===== src/imu_tcf_pkg.sv =====
// Shared types, register codes and constants of the IMU tilt filter.
`default_nettype none

package imu_tcf_pkg;

    localparam int CFG_W     = 16;
    localparam int CFG_IDX_W = 3;

    localparam logic [CFG_IDX_W-1:0] CFG_GYRO_OFS_X  = 3'd0;
    localparam logic [CFG_IDX_W-1:0] CFG_GYRO_OFS_Y  = 3'd1;
    localparam logic [CFG_IDX_W-1:0] CFG_GYRO_OFS_Z  = 3'd2;
    localparam logic [CFG_IDX_W-1:0] CFG_ACCEL_OFS_X = 3'd3;
    localparam logic [CFG_IDX_W-1:0] CFG_ACCEL_OFS_Y = 3'd4;
    localparam logic [CFG_IDX_W-1:0] CFG_ACCEL_OFS_Z = 3'd5;
    localparam logic [CFG_IDX_W-1:0] CFG_GYRO_WEIGHT = 3'd6;
    localparam logic [CFG_IDX_W-1:0] CFG_ACCEL_WEIGHT = 3'd7;

    localparam logic [15:0] GYRO_WEIGHT_RST  = 16'd32113;
    localparam logic [15:0] ACCEL_WEIGHT_RST = 16'd655;

    // CORDIC: angle accumulator in 2^-16 degree.
    localparam int CORDIC_STEPS = 18;
    localparam int ANG_W        = 26;
    localparam logic signed [ANG_W-1:0] HALF_TURN = 26'sd11796480;

    // Blend arithmetic.
    localparam int P_W       = 37;
    localparam int T_W       = 34;
    localparam int N_W       = 56;
    localparam logic [N_W-1:0] DT_DIV   = 56'd500000;
    localparam logic [N_W-1:0] DEN_HALF = 56'd8192000000;

    // The blend divisor is 2^20 * 15625. The numerator is shifted down by 20,
    // clamped to +-65536 * 15625 (still well past saturation), offset to be
    // positive and divided by 15625 with a reciprocal multiplication.
    localparam int DIV_STEPS = 2;
    localparam int M_W       = 36;
    localparam logic signed [M_W-1:0] M_HI = 36'sd1023999999;
    localparam logic signed [M_W-1:0] M_LO = -36'sd1024000000;
    localparam int U_W       = 31;
    localparam int RECIP_W   = 32;
    localparam logic [RECIP_W-1:0] RECIP = 32'd2251799814;
    localparam int RECIP_SH  = 45;
    localparam int Q_W       = 17;
    localparam logic [Q_W-1:0] Q_BIAS = 17'd65536;

    localparam int CNT_W = 5;

    typedef struct packed {
        logic             accept;
        logic             med_step;
        logic             roll_init;
        logic             roll_step;
        logic             sq_step;
        logic             pitch_init;
        logic             pitch_step;
        logic             bl0;
        logic             bl1;
        logic             bl2;
        logic             div_step;
        logic             commit;
        logic [CNT_W-1:0] cnt;
    } t_cmd;

    function automatic logic signed [ANG_W-1:0] atan_entry(input logic [CNT_W-1:0] k);
        logic signed [ANG_W-1:0] v;
        case (k)
            5'd0:    v = 26'sd2949120;
            5'd1:    v = 26'sd1740967;
            5'd2:    v = 26'sd919879;
            5'd3:    v = 26'sd466945;
            5'd4:    v = 26'sd234379;
            5'd5:    v = 26'sd117304;
            5'd6:    v = 26'sd58666;
            5'd7:    v = 26'sd29335;
            5'd8:    v = 26'sd14668;
            5'd9:    v = 26'sd7334;
            5'd10:   v = 26'sd3667;
            5'd11:   v = 26'sd1833;
            5'd12:   v = 26'sd917;
            5'd13:   v = 26'sd458;
            5'd14:   v = 26'sd229;
            5'd15:   v = 26'sd115;
            5'd16:   v = 26'sd57;
            5'd17:   v = 26'sd29;
            default: v = 26'sd0;
        endcase
        return v;
    endfunction

endpackage

`default_nettype wire


===== src/imu_tcf_ctrl.sv =====
// Sequencing state machine of the IMU tilt filter.
`default_nettype none

module imu_tcf_ctrl #(
    parameter int MEDIAN_LENGTH = 11,
    parameter int SAMPLE_WIDTH  = 16
) (
    input  wire                 i_clk,
    input  wire                 i_rst_n,
    input  wire                 i_in_valid,
    output logic                o_in_ready,
    output logic                o_out_valid,
    input  wire                 i_out_ready,
    output imu_tcf_pkg::t_cmd   o_cmd
);
    import imu_tcf_pkg::*;

    localparam int RN = (SAMPLE_WIDTH > CORDIC_STEPS) ? SAMPLE_WIDTH : CORDIC_STEPS;

    localparam logic [3:0] S_IDLE  = 4'd0;
    localparam logic [3:0] S_MED   = 4'd1;
    localparam logic [3:0] S_RINIT = 4'd2;
    localparam logic [3:0] S_ROLL  = 4'd3;
    localparam logic [3:0] S_PINIT = 4'd4;
    localparam logic [3:0] S_PITCH = 4'd5;
    localparam logic [3:0] S_BL0   = 4'd6;
    localparam logic [3:0] S_BL1   = 4'd7;
    localparam logic [3:0] S_BL2   = 4'd8;
    localparam logic [3:0] S_DIV   = 4'd9;
    localparam logic [3:0] S_DONE  = 4'd10;

    logic [3:0]       r_state, n_state;
    logic [CNT_W-1:0] r_cnt, n_cnt;
    logic             r_out_valid, n_out_valid;

    always_comb begin
        n_state    = r_state;
        n_cnt      = r_cnt;
        o_cmd      = '0;
        o_cmd.cnt  = r_cnt;
        o_in_ready = 1'b0;
        case (r_state)
            S_IDLE: begin
                o_in_ready = 1'b1;
                if (i_in_valid) begin
                    o_cmd.accept = 1'b1;
                    n_state      = S_MED;
                    n_cnt        = '0;
                end
            end
            S_MED: begin
                o_cmd.med_step = 1'b1;
                n_cnt          = r_cnt + 1'b1;
                if (r_cnt == CNT_W'(MEDIAN_LENGTH - 1)) begin
                    n_state = S_RINIT;
                end
            end
            S_RINIT: begin
                o_cmd.roll_init = 1'b1;
                n_state         = S_ROLL;
                n_cnt           = '0;
            end
            S_ROLL: begin
                o_cmd.roll_step = (r_cnt < CNT_W'(CORDIC_STEPS));
                o_cmd.sq_step   = (r_cnt < CNT_W'(SAMPLE_WIDTH));
                n_cnt           = r_cnt + 1'b1;
                if (r_cnt == CNT_W'(RN - 1)) begin
                    n_state = S_PINIT;
                end
            end
            S_PINIT: begin
                o_cmd.pitch_init = 1'b1;
                n_state          = S_PITCH;
                n_cnt            = '0;
            end
            S_PITCH: begin
                o_cmd.pitch_step = 1'b1;
                n_cnt            = r_cnt + 1'b1;
                if (r_cnt == CNT_W'(CORDIC_STEPS - 1)) begin
                    n_state = S_BL0;
                end
            end
            S_BL0: begin
                o_cmd.bl0 = 1'b1;
                n_state   = S_BL1;
            end
            S_BL1: begin
                o_cmd.bl1 = 1'b1;
                n_state   = S_BL2;
            end
            S_BL2: begin
                o_cmd.bl2 = 1'b1;
                n_state   = S_DIV;
                n_cnt     = '0;
            end
            S_DIV: begin
                o_cmd.div_step = 1'b1;
                n_cnt          = r_cnt + 1'b1;
                if (r_cnt == CNT_W'(DIV_STEPS - 1)) begin
                    n_state = S_DONE;
                end
            end
            S_DONE: begin
                if (!r_out_valid || i_out_ready) begin
                    o_cmd.commit = 1'b1;
                    n_state      = S_IDLE;
                end
            end
            default: begin
                n_state = S_IDLE;
            end
        endcase
    end

    always_comb begin
        n_out_valid = r_out_valid;
        if (o_cmd.commit) begin
            n_out_valid = 1'b1;
        end else if (i_out_ready) begin
            n_out_valid = 1'b0;
        end
    end

    always_ff @(posedge i_clk) begin
        if (!i_rst_n) begin
            r_state     <= S_IDLE;
            r_cnt       <= '0;
            r_out_valid <= 1'b0;
        end else begin
            r_state     <= n_state;
            r_cnt       <= n_cnt;
            r_out_valid <= n_out_valid;
        end
    end

    assign o_out_valid = r_out_valid;

endmodule

`default_nettype wire


===== config.mk =====
export PLATFORM = sky130hd
export DESIGN_NAME = imu_tcf_ctrl
export DESIGN_NICKNAME = d
export VERILOG_FILES = /design/src/imu_tcf_pkg.sv /design/src/imu_tcf_ctrl.sv
export SDC_FILE = /design/constraint.sdc
export NUM_CORES = 1
export LEC_CHECK = 0
export BUFFER_PORTS_ARGS = -buffer_cell sky130_fd_sc_hd__buf_2
export CORE_UTILIZATION = 35
export DETAILED_ROUTE_END_ITERATION = 16
export SETUP_SLACK_MARGIN = 0.05
export SLEW_MARGIN = 20
export SYNTH_ARGS = -nofsm -noshare
export SYNTH_HDL_FRONTEND = slang
export SYNTH_SLANG_ARGS = --single-unit

===== constraint.sdc =====
create_clock -name i_clk -period 1.7 [get_ports i_clk]
set_clock_uncertainty 0.05 [all_clocks]
set_input_delay 0.255 -clock i_clk [delete_from_list [all_inputs] [get_ports i_clk]]
set_output_delay 0.255 -clock i_clk [all_outputs]
set_load 0.02 [all_outputs]

==> out/metrics.cfg, run 1 <==
[sta]
fin_crit_sh_pct = 100
setup_violations = 1
rsz0062_at_grt = yes
fin_crit_ps = 1710
tightest_slew_ps = 368
finalHoldViolCount = 0
fin_tns_setup_ps = -6.37
layout_setup_ws_ps = -6.37
fmaxAchievable_ghz = 0.586
report.final.slew_viol_count = 0
relSlewSlack_pct = 75.4

[setup_path]
worst-r2r-setup-slack_ps = 130
start_kind = flip-flop
reg2regPathDepth = 6
end_kind = output port
crit_type = flip-flop to output port
critical_path_buf_inv_count = 2
crit_path_max_fanout = 2
cp_data_required_time_ps = 1390
critical-path-top-delay-family = simple AND/OR/NAND/NOR gates
slowest_delay_ps = 540
endpoint = o_cmd[16]
reg2reg_to = r_state[3]
reg2reg_from = r_state[3]
critPathSlowestCell = or4_4
crit_cells = 4
path_cells = or4_4 -> inv_2 -> and2_4 -> buf_6
crit_start = r_state[2]
arrival_ps = 1400

[clock_network]
clock_path_buffers = 2
clockRootBuffer = clkbuf_4
clock_sinks = 10
tritoncts = built
htree_levels = 1
hold_buffers = 0
clkLatencyLatePin_ps = 260
numCtsBuffers = 3
clkSlewWorstSetupHoldPaths_ps = 70

[route]
ant_nets = 0
route.detailed.wl_per_inst_um = 12.6
wl_um = 1980
route.detailed.drc = 0
dr.first_iter.drc_count = 14
route.met3.wl_um = 106
wl_met1_um = 945
wl_met2_um = 921
avgViaCountPerCell = 5.38
highest_layer = met4
dr.pass1.iters = 4
vias = 844

[run_status]
violations = negative setup slack
status = finished with violations

[yosys]
ys_warn_count = 0
synth_area_per_cell_um2 = 7.94
syn_inst = 98
netlist_area_um2 = 778
synth_top_area_share_pct = 25.7
synth_area_leader_cell = dfxtp_1
synth_seq_area_share_pct = 25.7
syn_nets = 105
synth_area_leaders = dfxtp_1 26%, ha_1 4.8%, nand2b_1 4.8%
synthArstFlopShare_pct = 0
ys.flop_type = dfxtp_1
netlist-cell-type-count = 43
synth_edf_count = 0
netlist_top_cells_count = 10 x dfxtp_1, 10 x nor2_1, 8 x nand2_1, 6 x a21oi_1, 6 x nand2b_1
ys_ff_latch = 10

[run]
cap_violations = 0

[grt]
grt.total_usage_pct = 16.0
grt-ovfl-total = 0
grt_max_degree = 16
antenna_found_initial = 0
first_global_vias = 656
grt_first_pass_wirelength_um = 3020

[cells_and_area]
drive_gt1_share_pct = 46.9
n_antenna_cell = 0
final_cell_area_um2 = 1110
area_growth_pct = 43.2
final_nets = 139
multi_input_area_um2 = 609
fillerInstances = 197
fin_util_pct = 55.1
final_cell_count_no_fill = 157
seqCellArea_um2 = 206

[power_and_ir_drop]
cellLeakagePower_nw = 0.447
ir_drop_mv = 0.568
power_density_nw_per_um2 = 561

[floorplanning]
io_pins = 23
die_h_um = 49.2
chipWidth_um = 49.2
initial_core_util_pct = 38.5
die_area_um2 = 2420
core_region_area_um2 = 2020
num_rows = 16

[worst_hold_path]
min_path_cells = 2
hold_path_class = input port to flip-flop

[placement]
dpl_cell_area_um2 = 933
dp.cells = 148
dpl.hpwl_um = 1410
port_buffers = 22
gp_congestion = 0.823

[metrics by stage]
step                      power (W)  hold WS, ps  setup WS, ps
after floorplan            0.000374          347          89.1
after global routing       0.000670          227         -58.7
after global placement     0.000424          426           124
final                      0.000626          248         -6.37
after detailed placement   0.000425          435          92.2
after CTS                  0.000607          240         -17.8
[power breakdown]
group / leakage [nW] / internal [W] / switching [W] / total [W]
Sequential: 0.0825 / 0.000243 / 0.0000131 / 0.000257
Clock: 0.0138 / 0.0000816 / 0.0000782 / 0.000160
Combinational: 0.351 / 0.000102 / 0.000108 / 0.000209
[layer usage]
layer,vias up,track usage [%]
li1,423,-
met3,2,4.67
met5,-,0
met1,395,21.6
met4,0,4.41
met2,24,24.4
[how the worst min path moves through the flow]
stage	start	to	slack [ps]
2_1_floorplan	i_rst_n	r_cnt[3]	350
3_3_place_gp	r_cnt[0]	r_cnt[0]	430
3_5_place_dp	r_cnt[0]	r_cnt[0]	440
4_1_cts	i_rst_n	r_cnt[3]	240
5_1_grt	i_rst_n	r_cnt[3]	230
6_report	i_rst_n	r_cnt[3]	250
[worst reg2reg max path, cell delays in order (launching register included)]
cell	delay, ps
dfxtp_1	310
buf_4	180
or2_4	280
buf_4	140
nor3_2	220
a21o_1	190
o31a_1	140
[flip-flops by register name, summed over array words and instances, names as in the netlist]
| name | flops |
|---|---|
| r_cnt | 5 |
| o_out_valid | 1 |
| r_state | 4 |
[timing repair]
| action | CTS | global route |
|---|---|---|
| endpoints found under the hold margin | 0 | 0 |
| setup buffers | 1 | 5 |
| pin swaps | 2 | 2 |
| gates cloned | 0 | 0 |
| gates resized for setup | 12 | 17 |
| setup endpoints to repair | 9 | 15 |
[cell type report]
class | instances | share of cell area [%]
timing repair buffer | 34 | 20.4
tap | 27 | 3.03
inverter | 4 | 1.35
clock buffer | 3 | 2.02
multi-input combinational | 79 | 54.7
sequential | 10 | 18.5
[kinds of logic (layout without fill, tap and decap cells)]
group	count (synthesis)	in the layout	share of synthesized area, %
xor gates and xnor gates	1	1	1.13
adders and majority gates	3	3	4.82
DFF	10	10	25.7
and+or+nand+nor	48	48	35.5
buffers and inverters	9	41	6.43
AOI/OAI and AO/OA	27	27	26.4
[cell usage in the layout, fill, tap and decap left out, types with 3 or more instances in the layout]
cell,count
inv_1,3
o21ai_0,3
buf_2,14
clkbuf_4,3
a21oi_1,6
dfxtp_1,7
ha_1,3
o31a_1,3
nand2b_1,5
nor3_2,5
nor2b_1,3
buf_4,18
nand2_1,7
nor2_1,9
Note: power is estimated with default switching activity, not from simulation.
==> inputs of run 2 (changes only) <==
Settings changed: ABC_AREA set to 1.
==> run 2 against run 1 <==
Effect of this change: power rose by 110%; largest power group is now combinational cells; design area is 20% lower; clock power grew 36%; register-to-register slack better by 120 ps; synthesized area shrank 9.2%; synthesized cell count rose by 22%; the run now ends clean; via count is 3.2% lower; setup slack improved by 73 ps; sequential power is 37% higher; critical path depth is 1 higher; sequential share of layout area is 4.3 points higher; first-iteration DRC count rose by 7.1%.
==> out/metrics.cfg, run 2 <==
[worst_hold_path]
hold_path_class = input port to flip-flop
hp-start = i_rst_n

[sta]
whs_ps = 189  ; -59.2 ps
report.final.slew_viol_count = 0  ; unchanged
fin_crit_ps = 1630  ; -73.0 ps
rsz0062_at_grt = yes
relSlewSlack_pct = 80.3  ; +4.9 points
fin_crit_sh_pct = 96.1  ; -4.3 points
layout_setup_ws_ps = 66.6  ; +73.0 ps
finalHoldViolCount = 0  ; unchanged
fmaxAchievable_ghz = 0.612  ; +4.5%
setup_violations = 0  ; -1
fin_tns_setup_ps = 0  ; +6.37 ps
tightest_slew_ps = 296  ; -72.6 ps

[route]
dr.pass1.iters = 4  ; unchanged
dr.first_iter.drc_count = 15  ; +1
wl_um = 1800  ; -9.1%
ant_nets = 0  ; unchanged
vias = 817  ; -3.2%
route.detailed.drc = 0  ; unchanged
route.detailed.wl_per_inst_um = 10.6  ; -16%
avgViaCountPerCell = 4.81  ; -11%

[power_and_ir_drop]
ir_drop_mv = 0.612  ; +7.8%
power_density_nw_per_um2 = 1460  ; +160%
finalPower_w = 0.00130  ; +110%
cellLeakagePower_nw = 0.485  ; +8.4%

[setup_path]
end_kind = output port
arrival_ps = 1330  ; -70 ps
crit_start = r_state[2]
crit_type = flip-flop to output port
cp_data_required_time_ps = 1390  ; about the same
crit_path_max_fanout = 4  ; +2
start_kind = flip-flop
reg2reg_from = r_cnt[0]
worst-r2r-setup-slack_ps = 250  ; +120 ps

[placement]
gp_congestion = 0.879  ; +6.8%
port_buffers = 22  ; unchanged
pre_cts_ws_ps = 264  ; +172 ps
dpl.hpwl_um = 1440  ; +2.0%

[grt]
antenna_found_initial = 0  ; unchanged
grt_first_pass_wirelength_um = 2640  ; -12%
gr-usage-met1_pct = 22.7  ; +1.1 points
grt.total_usage_pct = 17.8  ; +1.8 points
met2_usage_pct = 29.7  ; +5.3 points
busiest_layer = met2
grt_max_degree = 9  ; -7
grt_util_met3_pct = 2.31  ; -2.4 points
first_global_vias = 643  ; -2.0%
grt-ovfl-total = 0  ; unchanged

[yosys]
netlist-cell-type-count = 19  ; -56%
synth_edf_count = 0  ; unchanged
synth_seq_area_share_pct = 28.3  ; +2.6 points
syn_nets = 127  ; +21%
synthArstFlopShare_pct = 0  ; unchanged
synth_area_leader_cell = dfxtp_1
ys.flop_type = dfxtp_1
synth_area_leaders = dfxtp_1 28%, nand2_1 16%, nor2_1 13%
netlist_top_cells_count = 30 x nand2_1, 24 x nor2_1, 17 x inv_1, 10 x dfxtp_1
ys_ff_latch = 10  ; unchanged
syn_inst = 120  ; +22%
netlist_area_um2 = 707  ; -9.2%
yosysMostFrequentCell = nand2_1
synth_top_area_share_pct = 28.3  ; +2.6 points
synth_area_per_cell_um2 = 5.89  ; -26%
ys_warn_count = 0  ; unchanged

[cells_and_area]
fin_util_pct = 49.4  ; -5.8 points
final_nets = 153  ; +10%
drive_gt1_share_pct = 28.3  ; -19 points
n_antenna_cell = 0  ; unchanged
final_cell_mix = 30 x nand2_1, 23 x nor2_1, 21 x buf_2
final_common_cell = nand2_1
area_growth_pct = 25.8
top_register = r_cnt
largest_register_ffs = 5  ; unchanged

[floorplanning]
io_pins = 23  ; unchanged
chipWidth_um = 46.9  ; -4.5%
num_rows = 15  ; -1
die_area_um2 = 2200  ; -8.8%
core_region_area_um2 = 1800  ; -11%
die_h_um = 46.9  ; -4.5%
initial_core_util_pct = 39.2  ; +0.75 points

[clock_network]
clkSlewWorstSetupHoldPaths_ps = 70  ; about the same
htree_levels = 1  ; unchanged
clock_sinks = 10  ; unchanged
tritoncts = built
clkLatencyLatePin_ps = 260  ; about the same
clockRootBuffer = clkbuf_4
numCtsBuffers = 3  ; unchanged
clock_path_buffers = 2  ; unchanged

[run_status]
status = finished clean

[run]
cap_violations = 0  ; unchanged

## run 2: cell count changes in the layout (fill, tap and decap cells not counted), moves of 4 or more
| cell | previous run | this run |
|---|---|---|
| buf_2 | 14 | 21 |
| buf_4 | 18 | 1 |
| inv_1 | 3 | 17 |
| nand2_1 | 7 | 30 |
| nand2b_1 | 5 | 0 |
| nand3_1 | 2 | 7 |
| nor2_1 | 9 | 23 |
| nor3_2 | 5 | 1 |
## run 2: power breakdown
| group | switching, W | internal, W | leakage [nW] |
|---|---|---|---|
| Sequential | 0.0000658 | 0.000285 | 0.0821 |
| Combinational | 0.000500 | 0.000230 | 0.382 |
| Clock | 0.0000869 | 0.000130 | 0.0210 |
## run 2: worst paths after layout
kind                                   end  cells past startpoint
worst max-delay path              o_cmd[8]                      5
worst min-delay path            r_state[3]                      3
worst max register to register  r_state[1]                     11
worst min register to register    r_cnt[0]                      2
## run 2: through the flow
step / cell area, um2 / std cells
6_report: 890 / 170
3_5_place_dp: 841 / 166
5_1_grt: 890 / 170
3_3_place_gp: 841 / 166
2_1_floorplan: 707 / 120
4_1_cts: 881 / 170
## run 2: logic make-up (layout without fill, tap and decap cells)
family,after synthesis,in the layout,synth area share [%]
AND/OR/NAND/NOR,72,72,43.5
buffers and inverters,20,45,11.2
AO/OA/AOI/OAI,14,14,10.4
flip-flops,10,10,28.3
adder cells (fa/ha/maj),3,3,5.31
XOR/XNOR,1,1,1.24
## run 2: routing by layer
layer | up-vias | share of wire, %
met4 | 0 | 1.6
met1 | 357 | 45
met2 | 33 | 49
li1 | 422 | -
met3 | 5 | 5.2
met5 | - | 0
## run 2: what timing repair did
action	4_1_cts	5_1_grt
setup endpoints to repair	1	4
hold buffers	0	0
setup buffers	0	0
gates resized for setup	2	3
endpoints found under the hold margin	0	0
## run 2: layout make-up
class | count | area (um2)
fill | 203 | 912
multi-input combinational | 90 | 435
sequential | 10 | 203
timing repair buffer | 22 | 113
inverter | 19 | 71.3
clock buffer | 4 | 36.3
tap | 25 | 31.3
## run 2: critical path, cell delays in order (launching register included)
cell	delay (ps)
dfxtp_1	380
inv_1	110
nor2_1	140
inv_1	100
nor2_1	160
buf_4	170
==> inputs of run 3 (changes only) <==
Clock period 1.7 ns to 2.05 ns, I/O delays scaled along.
==> run 3 against run 2 <==
Effect of this change: count of clock-buffer cells in the layout did not move; first-iteration DRC count rose by 47%; global-route usage fell by 0.70 points; routed wire length fell by 1.9%; non-clock buffer count did not move; sequential power fell by 19%; critical path type unchanged; largest power group unchanged.
==> out/metrics.cfg, run 3 (synthesis gave the netlist of run 2 again) <==
[run_status]
status = finished clean

[power_and_ir_drop]
intPower_w = 0.000530  ; -18%
clkPwrFrac_pct = 17.2  ; +0.5 points
p_switching_w = 0.000536  ; -18%
finalPower_w = 0.00107  ; -18%
switching_share_pct = 50.3  ; about the same
ir_drop_mv = 0.582  ; -4.8%
p_comb_share_pct = 56.1  ; about the same
seqPwrFrac_pct = 26.6  ; -0.4 points
power_density_nw_per_um2 = 1220  ; -17%
cellLeakagePower_nw = 0.484  ; -0.19%

[grt]
antenna_found_initial = 0  ; unchanged
grt.total_usage_pct = 17.1  ; -0.70 points
grt_max_degree = 9  ; unchanged
grt-ovfl-total = 0  ; unchanged
first_global_vias = 646  ; +0.47%
grt_first_pass_wirelength_um = 2640  ; -0.26%

[setup_path]
crit_start = r_state[1]
arrival_ps = 1430  ; +100 ps
end_kind = output port
crit_path_max_fanout = 5  ; +1
reg2reg_from = r_cnt[0]
crit_type = flip-flop to output port
reg2reg_to = r_state[1]
critPathSlowestCell = dfxtp_1
cp_data_required_time_ps = 1690  ; +300 ps
reg2regPathDepth = 11  ; unchanged
endpoint = o_cmd[5]
start_kind = flip-flop
slowest_delay_ps = 400  ; +20 ps
worst-r2r-setup-slack_ps = 600  ; +350 ps
path_cells = inv_2 -> nor2_1 -> inv_1 -> nor3_1 -> buf_2

[floorplanning]
io_pins = 23  ; unchanged
core_region_area_um2 = 1800  ; unchanged
die_h_um = 46.9  ; unchanged
num_rows = 15  ; unchanged
initial_core_util_pct = 39.2  ; unchanged
chipWidth_um = 46.9  ; unchanged
die_area_um2 = 2200  ; unchanged

[sta]
relSlewSlack_pct = 79.9  ; -0.32 points
fmaxAchievable_ghz = 0.560
rsz0062_at_grt = no
fin_crit_ps = 1790
setup_violations = 0  ; unchanged
fin_tns_setup_ps = 0  ; unchanged
report.final.slew_viol_count = 0  ; unchanged
fin_crit_sh_pct = 87.1
tightest_slew_ps = 300  ; +4.72 ps
finalHoldViolCount = 0  ; unchanged
layout_setup_ws_ps = 264  ; +197 ps

[cells_and_area]
final_cell_mix = 30 x nand2_1, 24 x nor2_1, 22 x buf_2
fillerInstances = 220  ; +8.4%
final_cell_count_no_fill = 170  ; unchanged
drive_gt1_share_pct = 25.5  ; -2.8 points
final_nets = 153  ; unchanged
final_common_cell = nand2_1
final_cell_area_um2 = 877  ; -1.4%
n_antenna_cell = 0  ; unchanged
top_register = r_cnt
largest_register_ffs = 5  ; unchanged
area_growth_pct = 24.1

[route]
wl_um = 1770  ; -1.9%
dr.first_iter.drc_count = 22  ; +7
dr.pass1.iters = 4  ; unchanged
route.detailed.wl_per_inst_um = 10.4  ; -1.9%
avgViaCountPerCell = 4.79  ; -0.37%
ant_nets = 0  ; unchanged
vias = 814  ; -0.37%
route.detailed.drc = 0  ; unchanged

[clock_network]
tritoncts = built
cts_setup_buffers = 0  ; unchanged
hold_buffers = 0  ; unchanged
htree_levels = 1  ; unchanged
clkSlewWorstSetupHoldPaths_ps = 70  ; about the same
numCtsBuffers = 3  ; unchanged
clkLatencyLatePin_ps = 270  ; about the same
clockRootBuffer = clkbuf_4
clock_path_buffers = 2  ; unchanged
postCtsResizedCells = 0  ; -2
clock_sinks = 10  ; unchanged

[placement]
pre_cts_ws_ps = 569  ; +304 ps
dp.cells = 166  ; unchanged
dpl_cell_area_um2 = 841  ; unchanged
port_buffers = 22  ; unchanged
gp_congestion = 0.879  ; about the same
dpl.hpwl_um = 1430  ; -0.20%

[worst_hold_path]
hold_path_class = input port to flip-flop

[run]
cap_violations = 0  ; unchanged

[run 3: cell counts in the layout (fill, tap and decap cells not counted)]
No cell type changed its count.
[run 3: worst min-delay path by stage]
| stage | startpoint | to | slack [ps] | cells past startpoint |
|---|---|---|---|---|
| finish | i_rst_n | r_state[3] | 230 | 3 |
| detailed placement | r_cnt[3] | r_cnt[3] | 480 | 2 |
| CTS | i_rst_n | r_state[3] | 240 | 3 |
| floorplan | i_rst_n | r_state[0] | 380 | 2 |
| global placement | r_cnt[1] | r_cnt[1] | 470 | 2 |
| global route | i_rst_n | r_state[3] | 240 | 3 |
[run 3: per-layer routing]
metal	track usage (%)	share of wire, %	up-vias
met5	0	0	-
met4	6.86	1.5	0
met3	2.31	3.6	5
met2	30.6	48	23
met1	20.6	46	365
li1	-	-	421
[run 3: power by group through the flow]
stage	Sequential, W	Combinational [W]	Clock, W
after floorplan	0.000290	0.000444	0
after CTS	0.000284	0.000602	0.000185
final	0.000284	0.000598	0.000184
after global routing	0.000295	0.000672	0.000195
after detailed placement	0.000289	0.000599	0
after global placement	0.000286	0.000590	0
[run 3: stage by stage]
stage	hold WS [ps]	utilization [%]
2_1_floorplan	378	-
3_3_place_gp	465	46.7
3_5_place_dp	483	46.7
4_1_cts	239	48.7
5_1_grt	241	48.7
6_report	234	48.7
[run 3: final cells by class]
type                            instances  area, um2  share of cell area [%]
Multi-Input combinational cell         90        428                    48.8
Sequential cell                        10        200                    22.8
Timing Repair Buffer                   22        110                    12.6
Inverter                               19       71.3                    8.13
Clock buffer                            4       36.3                    4.14
Tap cell                               25       31.3                    3.57
[run 3: worst max-delay path: cells and delay by family (launching register included)]
| kind | cells | cell delay, ps |
|---|---|---|
| buf+inv | 3 | 390 |
| flops | 1 | 400 |
| simple gates | 2 | 370 |
